### config.mk
export PLATFORM = sky130hd
export DESIGN_NAME = source_token_scanner_flat
export DESIGN_NICKNAME = d
export VERILOG_FILES = /design/src/stok_pkg.sv /design/src/stok_in_if.sv /design/src/stok_out_if.sv /design/src/stok_front.sv /design/src/stok_queue.sv /design/src/source_token_scanner.sv /design/src/flat_wrapper.sv
export SDC_FILE = /design/constraint.sdc
export NUM_CORES = 2
export LEC_CHECK = 0
export BUFFER_PORTS_ARGS = -buffer_cell sky130_fd_sc_hd__buf_2
export CORE_ASPECT_RATIO = 0.8
export CORE_MARGIN = 3
export CORE_UTILIZATION = 40
export CTS_BUF_LIST = sky130_fd_sc_hd__clkbuf_2
export DETAILED_ROUTE_END_ITERATION = 16
export SETUP_SLACK_MARGIN = 0.4
export SYNTH_ARGS = -nofsm -noshare
export SYNTH_HDL_FRONTEND = slang
export SYNTH_SLANG_ARGS = --single-unit
### constraint.sdc
create_clock -name clk -period 10.95 [get_ports clk]
set_input_delay 1.6425 -clock clk [delete_from_list [all_inputs] [get_ports clk]]
set_output_delay 1.6425 -clock clk [all_outputs]
set_load 0.03 [all_outputs]
### src/stok_pkg.sv
package stok_pkg;

	localparam int POSITION_WIDTH = 32;
	localparam int LENGTH_WIDTH   = 16;
	localparam int LINE_WIDTH     = 24;
	localparam int CP_WIDTH       = 21;
	localparam int MAX_TOKENS     = 3;
	localparam int QUEUE_DEPTH    = 8;
	localparam int QUEUE_AW       = $clog2(QUEUE_DEPTH);

	typedef logic [POSITION_WIDTH-1:0] pos_t;
	typedef logic [LENGTH_WIDTH-1:0]   len_t;
	typedef logic [LINE_WIDTH-1:0]     line_t;
	typedef logic [CP_WIDTH-1:0]       cp_t;

	typedef enum logic [3:0] {
		K_IDENT, K_OPER, K_I32, K_U32, K_U64, K_I64, K_F64, K_F32,
		K_STRING, K_EOF, K_ERROR
	} kind_t;

	typedef enum logic [5:0] {
		OP_INC, OP_ADD_EQ, OP_ADD, OP_DEC, OP_SUB_EQ, OP_SUB, OP_MUL_EQ, OP_MUL,
		OP_EQ, OP_ARROW, OP_ASSIGN, OP_NE, OP_NOT, OP_LAND, OP_AND, OP_LOR, OP_OR,
		OP_XOR_EQ, OP_XOR, OP_DIV_EQ, OP_DIV, OP_SHL_EQ, OP_SHL, OP_LE, OP_LT,
		OP_SHR_EQ, OP_SHR, OP_GE, OP_GT, OP_MOD_EQ, OP_MOD, OP_DOT, OP_LPAREN,
		OP_RPAREN, OP_LBRACK, OP_RBRACK, OP_LBRACE, OP_RBRACE, OP_QUEST, OP_TILDE,
		OP_COMMA, OP_COLON
	} op_t;

	typedef enum logic [3:0] {
		M_IDLE, M_COMMENT, M_IDENT, M_INT, M_DOT, M_FRAC, M_USFX, M_STRING,
		M_OP, M_SHIFT
	} mode_t;

	typedef struct packed {
		logic hit;
		op_t  op;
	} op_hit_t;

	typedef struct packed {
		kind_t kind;
		op_t   op;
		pos_t  start;
		len_t  len;
		line_t line;
		logic  last;
	} tok_t;

	typedef struct packed {
		logic [1:0]                  n;
		tok_t [MAX_TOKENS-1:0]       tok;
	} push_t;

	function automatic logic is_ascii(cp_t c);
		return c[CP_WIDTH-1:8] == '0;
	endfunction

	function automatic logic is_letter(cp_t c);
		return is_ascii(c) && ((c[7:0] >= "a" && c[7:0] <= "z") ||
			(c[7:0] >= "A" && c[7:0] <= "Z") || c[7:0] == "_");
	endfunction

	function automatic logic is_digit(cp_t c);
		return is_ascii(c) && c[7:0] >= "0" && c[7:0] <= "9";
	endfunction

	function automatic logic is_ch(cp_t c, logic [7:0] a);
		return is_ascii(c) && c[7:0] == a;
	endfunction

	// Operators that may take a further character.
	function automatic op_hit_t first_op(cp_t c);
		op_hit_t r;
		r = '{hit: is_ascii(c), op: OP_INC};
		unique case (c[7:0])
			"+": r.op = OP_ADD;
			"-": r.op = OP_SUB;
			"*": r.op = OP_MUL;
			"=": r.op = OP_ASSIGN;
			"!": r.op = OP_NOT;
			"&": r.op = OP_AND;
			"|": r.op = OP_OR;
			"^": r.op = OP_XOR;
			"/": r.op = OP_DIV;
			"<": r.op = OP_LT;
			">": r.op = OP_GT;
			"%": r.op = OP_MOD;
			default: r.hit = 1'b0;
		endcase
		return r;
	endfunction

	// Operators that are always a single character.
	function automatic op_hit_t single_op(cp_t c);
		op_hit_t r;
		r = '{hit: is_ascii(c), op: OP_INC};
		unique case (c[7:0])
			".": r.op = OP_DOT;
			"(": r.op = OP_LPAREN;
			")": r.op = OP_RPAREN;
			"[": r.op = OP_LBRACK;
			"]": r.op = OP_RBRACK;
			"{": r.op = OP_LBRACE;
			"}": r.op = OP_RBRACE;
			"?": r.op = OP_QUEST;
			"~": r.op = OP_TILDE;
			",": r.op = OP_COMMA;
			":": r.op = OP_COLON;
			default: r.hit = 1'b0;
		endcase
		return r;
	endfunction

	function automatic op_hit_t second_op(op_t p, cp_t c);
		op_hit_t r;
		r = '{hit: 1'b0, op: OP_INC};
		unique case (p)
			OP_ADD: if (is_ch(c, "+")) r = '{1'b1, OP_INC};
				else if (is_ch(c, "=")) r = '{1'b1, OP_ADD_EQ};
			OP_SUB: if (is_ch(c, "-")) r = '{1'b1, OP_DEC};
				else if (is_ch(c, "=")) r = '{1'b1, OP_SUB_EQ};
			OP_MUL: if (is_ch(c, "=")) r = '{1'b1, OP_MUL_EQ};
			OP_ASSIGN: if (is_ch(c, "=")) r = '{1'b1, OP_EQ};
				else if (is_ch(c, ">")) r = '{1'b1, OP_ARROW};
			OP_NOT: if (is_ch(c, "=")) r = '{1'b1, OP_NE};
			OP_AND: if (is_ch(c, "&")) r = '{1'b1, OP_LAND};
			OP_OR: if (is_ch(c, "|")) r = '{1'b1, OP_LOR};
			OP_XOR: if (is_ch(c, "=")) r = '{1'b1, OP_XOR_EQ};
			OP_DIV: if (is_ch(c, "=")) r = '{1'b1, OP_DIV_EQ};
			OP_LT: if (is_ch(c, "<")) r = '{1'b1, OP_SHL};
				else if (is_ch(c, "=")) r = '{1'b1, OP_LE};
			OP_GT: if (is_ch(c, ">")) r = '{1'b1, OP_SHR};
				else if (is_ch(c, "=")) r = '{1'b1, OP_GE};
			OP_MOD: if (is_ch(c, "=")) r = '{1'b1, OP_MOD_EQ};
			default: r.hit = 1'b0;
		endcase
		return r;
	endfunction

endpackage

### src/stok_in_if.sv
interface stok_in_if;
	logic                      valid;
	logic                      ready;
	logic [stok_pkg::CP_WIDTH-1:0] code_point;
	logic                      end_of_source;

	modport source (output valid, code_point, end_of_source, input ready);
	modport sink (input valid, code_point, end_of_source, output ready);
endinterface

### src/stok_out_if.sv
interface stok_out_if;
	logic                                  valid;
	logic                                  ready;
	logic [3:0]                            token_kind;
	logic [5:0]                            operator_code;
	logic [stok_pkg::POSITION_WIDTH-1:0]   start_offset;
	logic [stok_pkg::LENGTH_WIDTH-1:0]     token_length;
	logic [stok_pkg::LINE_WIDTH-1:0]       line_number;
	logic                                  last_of_run;

	modport source (output valid, token_kind, operator_code, start_offset, token_length,
		line_number, last_of_run, input ready);
	modport sink (input valid, token_kind, operator_code, start_offset, token_length,
		line_number, last_of_run, output ready);
endinterface

### src/stok_front.sv
module stok_front (
	input  logic            clk,
	input  logic            arst_n,
	input  logic            take,
	input  stok_pkg::cp_t   cp,
	input  logic            eos,
	output stok_pkg::push_t push
);
	import stok_pkg::*;

	mode_t mode_q, mode_v;
	op_t   pend_q, pend_v;
	kind_t nkind_q, nkind_v;
	pos_t  start_q, start_v, pos_q, pos_v, prev;
	len_t  cnt_q, cnt_v;
	line_t line_q, line_v;
	logic  done;
	logic [1:0] n;
	tok_t [MAX_TOKENS-1:0] t;
	op_hit_t oh;

	function automatic tok_t mk(kind_t k, op_t o, pos_t s, len_t l, line_t ln);
		tok_t r;
		r = '{kind: k, op: o, start: s, len: l, line: ln, last: 1'b0};
		return r;
	endfunction

	function automatic len_t inc(len_t v);
		return (v == '1) ? v : v + len_t'(1);
	endfunction

	always_comb begin
		mode_v = mode_q; pend_v = pend_q; nkind_v = nkind_q; start_v = start_q;
		cnt_v = cnt_q; line_v = line_q; pos_v = pos_q + pos_t'(1);
		prev = pos_q - pos_t'(1);
		done = 1'b1; n = '0; t = '0; oh = '0;
		if (!eos) begin
			unique case (mode_q)
				M_COMMENT: done = !is_ch(cp, 8'h0A);
				M_IDENT: if (is_letter(cp) || is_digit(cp)) cnt_v = inc(cnt_q);
					else done = 1'b0;
				M_INT: begin
					if (is_digit(cp)) cnt_v = inc(cnt_q);
					else if (is_ch(cp, ".")) mode_v = M_DOT;
					else if (is_ch(cp, "i") || is_ch(cp, "l")) begin
						cnt_v = inc(cnt_q);
						t[n] = mk(is_ch(cp, "i") ? K_I32 : K_I64, OP_INC, start_q, cnt_v,
							line_q);
						n = n + 2'd1;
						mode_v = M_IDLE;
					end else if (is_ch(cp, "u")) begin
						cnt_v = inc(cnt_q); nkind_v = K_U32; mode_v = M_USFX;
					end else done = 1'b0;
				end
				M_DOT: if (is_digit(cp)) begin
					cnt_v = inc(inc(cnt_q)); nkind_v = K_F64; mode_v = M_FRAC;
				end else done = 1'b0;
				M_FRAC: begin
					if (is_digit(cp)) cnt_v = inc(cnt_q);
					else if (is_ch(cp, "f")) begin
						cnt_v = inc(cnt_q);
						t[n] = mk(K_F32, OP_INC, start_q, cnt_v, line_q);
						n = n + 2'd1;
						mode_v = M_IDLE;
					end else done = 1'b0;
				end
				M_USFX: if (is_ch(cp, "l")) begin
					cnt_v = inc(cnt_q);
					t[n] = mk(K_U64, OP_INC, start_q, cnt_v, line_q);
					n = n + 2'd1;
					mode_v = M_IDLE;
				end else done = 1'b0;
				M_STRING: begin
					cnt_v = inc(cnt_q);
					if (is_ch(cp, 8'h0A) && line_q != '1) line_v = line_q + line_t'(1);
					if (is_ch(cp, 8'h22)) begin
						t[n] = mk(K_STRING, OP_INC, start_q, cnt_v, line_q);
						n = n + 2'd1;
						mode_v = M_IDLE;
					end
				end
				M_OP: begin
					oh = second_op(pend_q, cp);
					if (oh.hit && (oh.op == OP_SHL || oh.op == OP_SHR)) begin
						pend_v = oh.op; mode_v = M_SHIFT;
					end else if (oh.hit) begin
						t[n] = mk(K_OPER, oh.op, start_q, len_t'(2), line_q);
						n = n + 2'd1;
						mode_v = M_IDLE;
					end else done = 1'b0;
				end
				M_SHIFT: if (is_ch(cp, "=")) begin
					t[n] = mk(K_OPER, (pend_q == OP_SHL) ? OP_SHL_EQ : OP_SHR_EQ, start_q,
						len_t'(3), line_q);
					n = n + 2'd1;
					mode_v = M_IDLE;
				end else done = 1'b0;
				default: done = 1'b0;
			endcase
		end
		if (eos || !done) begin
			// Flush whatever token is still held.
			unique case (mode_q)
				M_IDENT: begin
					t[n] = mk(K_IDENT, OP_INC, start_q, cnt_q, line_q); n = n + 2'd1;
				end
				M_INT, M_FRAC, M_USFX: begin
					t[n] = mk(nkind_q, OP_INC, start_q, cnt_q, line_q); n = n + 2'd1;
				end
				M_DOT: begin
					t[n] = mk(nkind_q, OP_INC, start_q, cnt_q, line_q); n = n + 2'd1;
					t[n] = mk(K_OPER, OP_DOT, prev, len_t'(1), line_q); n = n + 2'd1;
				end
				M_STRING: begin
					t[n] = mk(K_ERROR, OP_INC, start_q, cnt_q, line_q); n = n + 2'd1;
				end
				M_OP: begin
					t[n] = mk(K_OPER, pend_q, start_q, len_t'(1), line_q); n = n + 2'd1;
				end
				M_SHIFT: begin
					t[n] = mk(K_OPER, pend_q, start_q, len_t'(2), line_q); n = n + 2'd1;
				end
				default: ;
			endcase
			mode_v = M_IDLE;
			if (eos) begin
				t[n] = mk(K_EOF, OP_INC, pos_q, '0, line_q); n = n + 2'd1;
				line_v = '0;
				pos_v = '0;
			end else begin
				priority if (is_ch(cp, 8'h0A)) begin
					if (line_q != '1) line_v = line_q + line_t'(1);
				end else if (is_ch(cp, " ") || is_ch(cp, 8'h0D) || is_ch(cp, 8'h09)) begin
				end else if (is_ch(cp, ";")) begin
					mode_v = M_COMMENT;
				end else if (is_letter(cp)) begin
					mode_v = M_IDENT; start_v = pos_q; cnt_v = len_t'(1);
				end else if (is_digit(cp)) begin
					mode_v = M_INT; start_v = pos_q; cnt_v = len_t'(1); nkind_v = K_I32;
				end else if (is_ch(cp, 8'h22)) begin
					mode_v = M_STRING; start_v = pos_q; cnt_v = len_t'(1);
				end else if (is_ch(cp, 8'h27)) begin
					t[n] = mk(K_ERROR, OP_INC, pos_q, len_t'(1), line_q); n = n + 2'd1;
				end else if (first_op(cp).hit) begin
					mode_v = M_OP; start_v = pos_q; cnt_v = len_t'(1);
					pend_v = first_op(cp).op;
				end else if (single_op(cp).hit) begin
					t[n] = mk(K_OPER, single_op(cp).op, pos_q, len_t'(1), line_q);
					n = n + 2'd1;
				end else begin
				end
			end
		end
		for (int i = 0; i < MAX_TOKENS; i++) begin
			t[i].last = (n != 2'd0) && (2'(i) == n - 2'd1);
		end
		push.n   = take ? n : 2'd0;
		push.tok = t;
	end

	always_ff @(posedge clk or negedge arst_n) begin
		if (!arst_n) begin
			mode_q <= M_IDLE; pend_q <= OP_INC; nkind_q <= K_I32;
			start_q <= '0; cnt_q <= '0; line_q <= '0; pos_q <= '0;
		end else if (take) begin
			mode_q <= mode_v; pend_q <= pend_v; nkind_q <= nkind_v;
			start_q <= start_v; cnt_q <= cnt_v; line_q <= line_v; pos_q <= pos_v;
		end
	end
endmodule

### src/stok_queue.sv
module stok_queue (
	input  logic            clk,
	input  logic            arst_n,
	input  stok_pkg::push_t push,
	output logic            room,
	output logic            head_valid,
	output stok_pkg::tok_t  head,
	input  logic            pop
);
	import stok_pkg::*;

	tok_t mem [QUEUE_DEPTH];
	logic [QUEUE_AW-1:0] wr_q, rd_q;
	logic [QUEUE_AW:0]   count_q;
	logic                do_pop;

	assign head_valid = count_q != '0;
	assign head       = mem[rd_q];
	assign do_pop     = pop && head_valid;
	assign room       = count_q <= (QUEUE_AW+1)'(QUEUE_DEPTH - MAX_TOKENS);

	always_ff @(posedge clk) begin
		for (int i = 0; i < MAX_TOKENS; i++) begin
			if (2'(i) < push.n) mem[wr_q + QUEUE_AW'(i)] <= push.tok[i];
		end
	end

	always_ff @(posedge clk or negedge arst_n) begin
		if (!arst_n) begin
			wr_q <= '0; rd_q <= '0; count_q <= '0;
		end else begin
			wr_q    <= wr_q + QUEUE_AW'(push.n);
			rd_q    <= rd_q + QUEUE_AW'(do_pop);
			count_q <= count_q + (QUEUE_AW+1)'(push.n) - (QUEUE_AW+1)'(do_pop);
		end
	end

	a_no_overflow: assert property (@(posedge clk) disable iff (!arst_n)
		count_q <= (QUEUE_AW+1)'(QUEUE_DEPTH)) else $error("token queue overflow");
	a_push_room: assert property (@(posedge clk) disable iff (!arst_n)
		push.n != 2'd0 |-> room) else $error("push without room");
	a_hold: assert property (@(posedge clk) disable iff (!arst_n)
		head_valid && !pop |=> head_valid && $stable(rd_q)) else $error("head lost");
endmodule

### src/source_token_scanner.sv
// Streaming scanner: one code point (or an end-of-source mark) is taken per
// transfer on src, and each transfer may complete up to three tokens, which
// leave one per transfer on tok. The front part holds the scanning state and
// decides every item combinationally, so an item can be taken each clock;
// the tokens go into an eight-entry queue that the output side drains at one
// token per cycle. Input is held off only while the queue has fewer than
// three free entries, so the sustained rate is one item per cycle whenever
// items yield on average no more than one token and the sink keeps up.
// Keywords come out as identifiers, a single quote gives an error token, and
// unknown characters are dropped. After end-of-source the position and line
// counters restart at zero.
module source_token_scanner (
	input logic     clk,
	input logic     arst_n,
	stok_in_if.sink   src,
	stok_out_if.source tok
);
	import stok_pkg::*;

	push_t push;
	tok_t  head;
	logic  room;
	logic  take;

	// A transfer on the input happens when the queue can absorb a worst case item.
	assign src.ready = room;
	assign take      = src.valid && room;

	stok_front u_front (
		.clk    (clk),
		.arst_n (arst_n),
		.take   (take),
		.cp     (src.code_point),
		.eos    (src.end_of_source),
		.push   (push)
	);

	stok_queue u_queue (
		.clk        (clk),
		.arst_n     (arst_n),
		.push       (push),
		.room       (room),
		.head_valid (tok.valid),
		.head       (head),
		.pop        (tok.ready)
	);

	// Token fields come straight from the queue head.
	assign tok.token_kind    = head.kind;
	assign tok.operator_code = head.op;
	assign tok.start_offset  = head.start;
	assign tok.token_length  = head.len;
	assign tok.line_number   = head.line;
	assign tok.last_of_run   = head.last;
endmodule

### src/flat_wrapper.sv
// flat-port wrapper written by rule: the top's interface ports become plain ports
module source_token_scanner_flat import stok_pkg::*;
  (clk, arst_n, src_valid, src_code_point, src_end_of_source, src_ready, tok_valid, tok_token_kind, tok_operator_code, tok_start_offset, tok_token_length, tok_line_number, tok_last_of_run, tok_ready);
  stok_in_if src_i ();
  stok_out_if tok_i ();
  input logic clk;
  input logic arst_n;
  input wire logic [$bits(src_i.valid)-1:0] src_valid;
  input wire logic [$bits(src_i.code_point)-1:0] src_code_point;
  input wire logic [$bits(src_i.end_of_source)-1:0] src_end_of_source;
  output wire logic [$bits(src_i.ready)-1:0] src_ready;
  output wire logic [$bits(tok_i.valid)-1:0] tok_valid;
  output wire logic [$bits(tok_i.token_kind)-1:0] tok_token_kind;
  output wire logic [$bits(tok_i.operator_code)-1:0] tok_operator_code;
  output wire logic [$bits(tok_i.start_offset)-1:0] tok_start_offset;
  output wire logic [$bits(tok_i.token_length)-1:0] tok_token_length;
  output wire logic [$bits(tok_i.line_number)-1:0] tok_line_number;
  output wire logic [$bits(tok_i.last_of_run)-1:0] tok_last_of_run;
  input wire logic [$bits(tok_i.ready)-1:0] tok_ready;
  assign src_i.valid = src_valid;
  assign src_i.code_point = src_code_point;
  assign src_i.end_of_source = src_end_of_source;
  assign src_ready = src_i.ready;
  assign tok_valid = tok_i.valid;
  assign tok_token_kind = tok_i.token_kind;
  assign tok_operator_code = tok_i.operator_code;
  assign tok_start_offset = tok_i.start_offset;
  assign tok_token_length = tok_i.token_length;
  assign tok_line_number = tok_i.line_number;
  assign tok_last_of_run = tok_i.last_of_run;
  assign tok_i.ready = tok_ready;
  source_token_scanner u_core (.clk(clk), .arst_n(arst_n), .src(src_i), .tok(tok_i));
endmodule
==> flow_metrics.py <==
metrics = {
    "global_route": {
        "grt_util_all_layers_pct": 27.9,
        "grt_first_pass_wirelength_um": 248000,
        "grt_pass1_vias": 36701,
        "grt_max_degree": 110,
        "antenna_found_initial": 7,
        "grt_overflow": 0,
    },
    "clock_tree": {
        "htree_num_levels": 4,
        "cts-root-buf": "clkbuf_2",
        "worst_skew_pair.late_latency_ns": 1.68,
        "clockBufferDepth": 3,
        "cts_tree": "done",
        "cts.clk_slew.worst_paths_ns": 0.10,
        "cts.sinks": 792,
        "cts_made_buffers": 204,
        "post-cts-setup-buffers": 0,
    },
    "synth": {
        "synth_edf_count": 664,
        "yosysWarnings": 0,
        "ys_ff_latch": 792,
        "postSynth.asyncResetShare_pct": 16.2,
        "syn_inst": 3981,
        "ys_seq_area_share_pct": 50.7,
        "ys_types": 110,
        "syn-num-nets": 4027,
        "syn_area_per_cell_um2": 11.5,
        "syn_area_um2": 45600,
        "synthFlopType": "edfxtp_1",
    },
    "die": {
        "start_util_pct": 40.4,
        "fp.dieH_um": 308,
        "rows": 110,
        "dieArea_um2": 118000,
        "fp.dieW_um": 384,
        "ios": 111,
        "core_area_um2": 113000,
    },
    "layout": {
        "drive_gt1_share_pct": 23.8,
        "design_area_um2": 49500,
        "mostFrequentLayoutCell": "edfxtp_1",
        "final_util_pct": 43.8,
        "area.growth.synth_to_final_pct": 8.46,
        "final_cell_mix": "edfxtp_1 (664), nand2_1 (445), clkbuf_2 (300)",
        "final_cells": 5675,
        "fillers": 10576,
        "num-nets-final": 4047,
    },
    "placed_design": {
        "place_inst": 5306,
        "place_area_um2": 47500,
        "place_ws_ns": 2.37,
        "hpwl_um": 103000,
        "io_buffers": 110,
        "globalplace.congestion": 0.973,
    },
    "critical_path": {
        "rr_worst_depth": 16,
        "worstPathMaxFanout": 61,
        "cp.arrival_ns": 9.01,
        "cp-start-kind": "flop",
        "end_kind": "flop",
        "path_class": "flop to flop",
        "r2r-start": "u_core.u_front.mode_q[2]$_DFFE_PN0P_",
        "r2r-end": "u_core.u_queue.mem[2][11]$_DFFE_PP_",
        "rrSetupSlack_ns": 3.12,
        "startpoint": "u_core.u_front.mode_q[2]$_DFFE_PN0P_",
        "required_ns": 12.13,
    },
    "sta": {
        "slew_violations": 0,
        "min_period_ns": 7.83,
        "finalClockSkew_ns": 0.150,
        "min_period_over_period_pct": 71.5,
        "setup_violations": 0,
        "slew_headroom_pct": 5.86,
        "hold_viol_final": 0,
        "whs_ns": 0.512,
        "rsz0062_at_grt": "false",
        "tns_ns": 0,
        "setup_ws_ns": 3.12,
        "tightest_slew_ns": 1.40,
        "fmax_ghz": 0.128,
    },
    "min_path": {
        "holdCritPathClass": "flop to flop",
        "hold_end": "u_core.u_front.nkind_q[2]$_DFFE_PN0P_",
        "hold_path.startpoint": "u_core.u_front.nkind_q[2]$_DFFE_PN0P_",
        "min_path_cells": 1,
    },
    "routing": {
        "drt_iter0_markers": 5756,
        "vias": 38056,
        "first_pass_iters": 6,
        "final_antenna_net_count": 0,
        "vias_per_cell": 6.71,
        "drc": 0,
        "drt_wl_total_um": 168000,
        "drt-wirelength-per-cell_um": 29.6,
    },
    "power_and_ir_drop": {
        "p_leak_nw": 16.6,
        "ir_drop_v": 0.000191,
        "total_power_mw": 8.81,
        "powerDensity_nw_per_um2": 178,
    },
    "flow_run": {
        "maxCapViolCount": 0,
    },
    "status": {
        "status": "finished clean",
    },
}
## cell families (layout without fill, tap and decap cells)
group,after synthesis,after routing,share of synthesized area [%]
and+or+nand+nor,1193,1193,12.8
AOI/OAI and AO/OA,1189,1189,19.3
DFF,792,792,50.7
buffers and inverters,428,601,3.95
muxes,305,305,11.6
xor gates and xnor gates,53,53,1.02
adders and majority gates,21,21,0.603
other,0,9,0
## critical path, cell delays in order, from the launching register on
cell	delay, ns
dfrtp_1	0.82
nor4bb_1	0.85
nand2_1	0.27
a211oi_1	0.32
a221o_1	0.21
nand4b_2	0.15
buf_4	0.52
nand2_2	0.32
and2_1	0.24
ha_1	0.30
mux2_2	0.31
o21ai_2	0.13
nand3_2	0.66
inv_1	0.64
nand2b_1	0.20
o21ai_4	0.39
buf_4	0.90
## worst max path at each step
stage | to | slack (ns) | cells after the start
floorplan | u_core.u_queue.mem[0][0]$_DFFE_PP_ | 0.03 | 14
global placement | u_core.u_queue.mem[2][44]$_DFFE_PP_ | 2.58 | 18
detailed placement | u_core.u_queue.mem[2][44]$_DFFE_PP_ | 2.37 | 18
CTS | u_core.u_queue.mem[2][6]$_DFFE_PP_ | 3.43 | 17
global route | u_core.u_queue.mem[2][11]$_DFFE_PP_ | 2.87 | 17
finish | u_core.u_queue.mem[2][11]$_DFFE_PP_ | 3.12 | 16
## final cells by class
class | instances | area [um2] | share of cell area [%]
Multi-Input combinational cell | 2761 | 21000 | 42.5
Clock inverter | 59 | 440 | 0.890
Inverter | 37 | 139 | 0.281
Clock buffer | 300 | 1500 | 3.03
Sequential cell | 792 | 23200 | 46.8
Timing Repair Buffer | 205 | 1310 | 2.65
Tap cell | 1512 | 1890 | 3.82
Antenna cell | 9 | 22.5 | 0.0455
## state kept, by name (all words and copies together), names as in the netlist
| register | flops |
|---|---|
| u_core.u_queue.wr_q | 3 |
| u_core.u_queue.mem | 664 |
| u_core.u_front.nkind_q | 4 |
| u_core.u_front.pend_q | 6 |
| u_core.u_queue.count_q | 4 |
| u_core.u_queue.rd_q | 3 |
| u_core.u_front.line_q | 24 |
| u_core.u_front.pos_q | 32 |
| u_core.u_front.start_q | 32 |
| u_core.u_front.cnt_q | 16 |
| u_core.u_front.mode_q | 4 |
## repair_timing
| item | 4_1_cts | 5_1_grt |
|---|---|---|
| hold buffers | 1 | 0 |
| endpoints found under the hold margin | 29 | 0 |
| resized for setup | 0 | 0 |
| endpoints found under the setup margin | 0 | 0 |
## where the power goes
group | internal (mW) | total (mW) | switching [mW]
clock network | 0.871 | 2.21 | 1.33
registers | 3.35 | 3.64 | 0.284
logic | 1.17 | 2.96 | 1.79
total | 5.39 | 8.81 | 3.41
## cells in the mapped netlist, types with 101 or more instances
cell	n	share of area, %
edfxtp_1	664	44
nand2_1	447	3.7
nor2_1	302	2.5
o221ai_1	247	4.7
clkbuf_1	228	1.9
o21ai_0	183	2.0
mux4_2	166	8.2
dfrtp_1	127	7.0
a21oi_1	126	1.4
mux2_2	124	3.1
buf_2	112	1.2
a21boi_0	101	1.7
## metal layers
layer / wire (um) / part of all wire (%) / global-route usage (%)
met1: 69300 / 41 / 40.4
met4: 4790 / 2.9 / 8.37
met5: 11 / 0.0066 / 0
met3: 24100 / 14 / 9.55
met2: 69600 / 41 / 39.4
No activity file was read; power rests on OpenSTA's default activity.
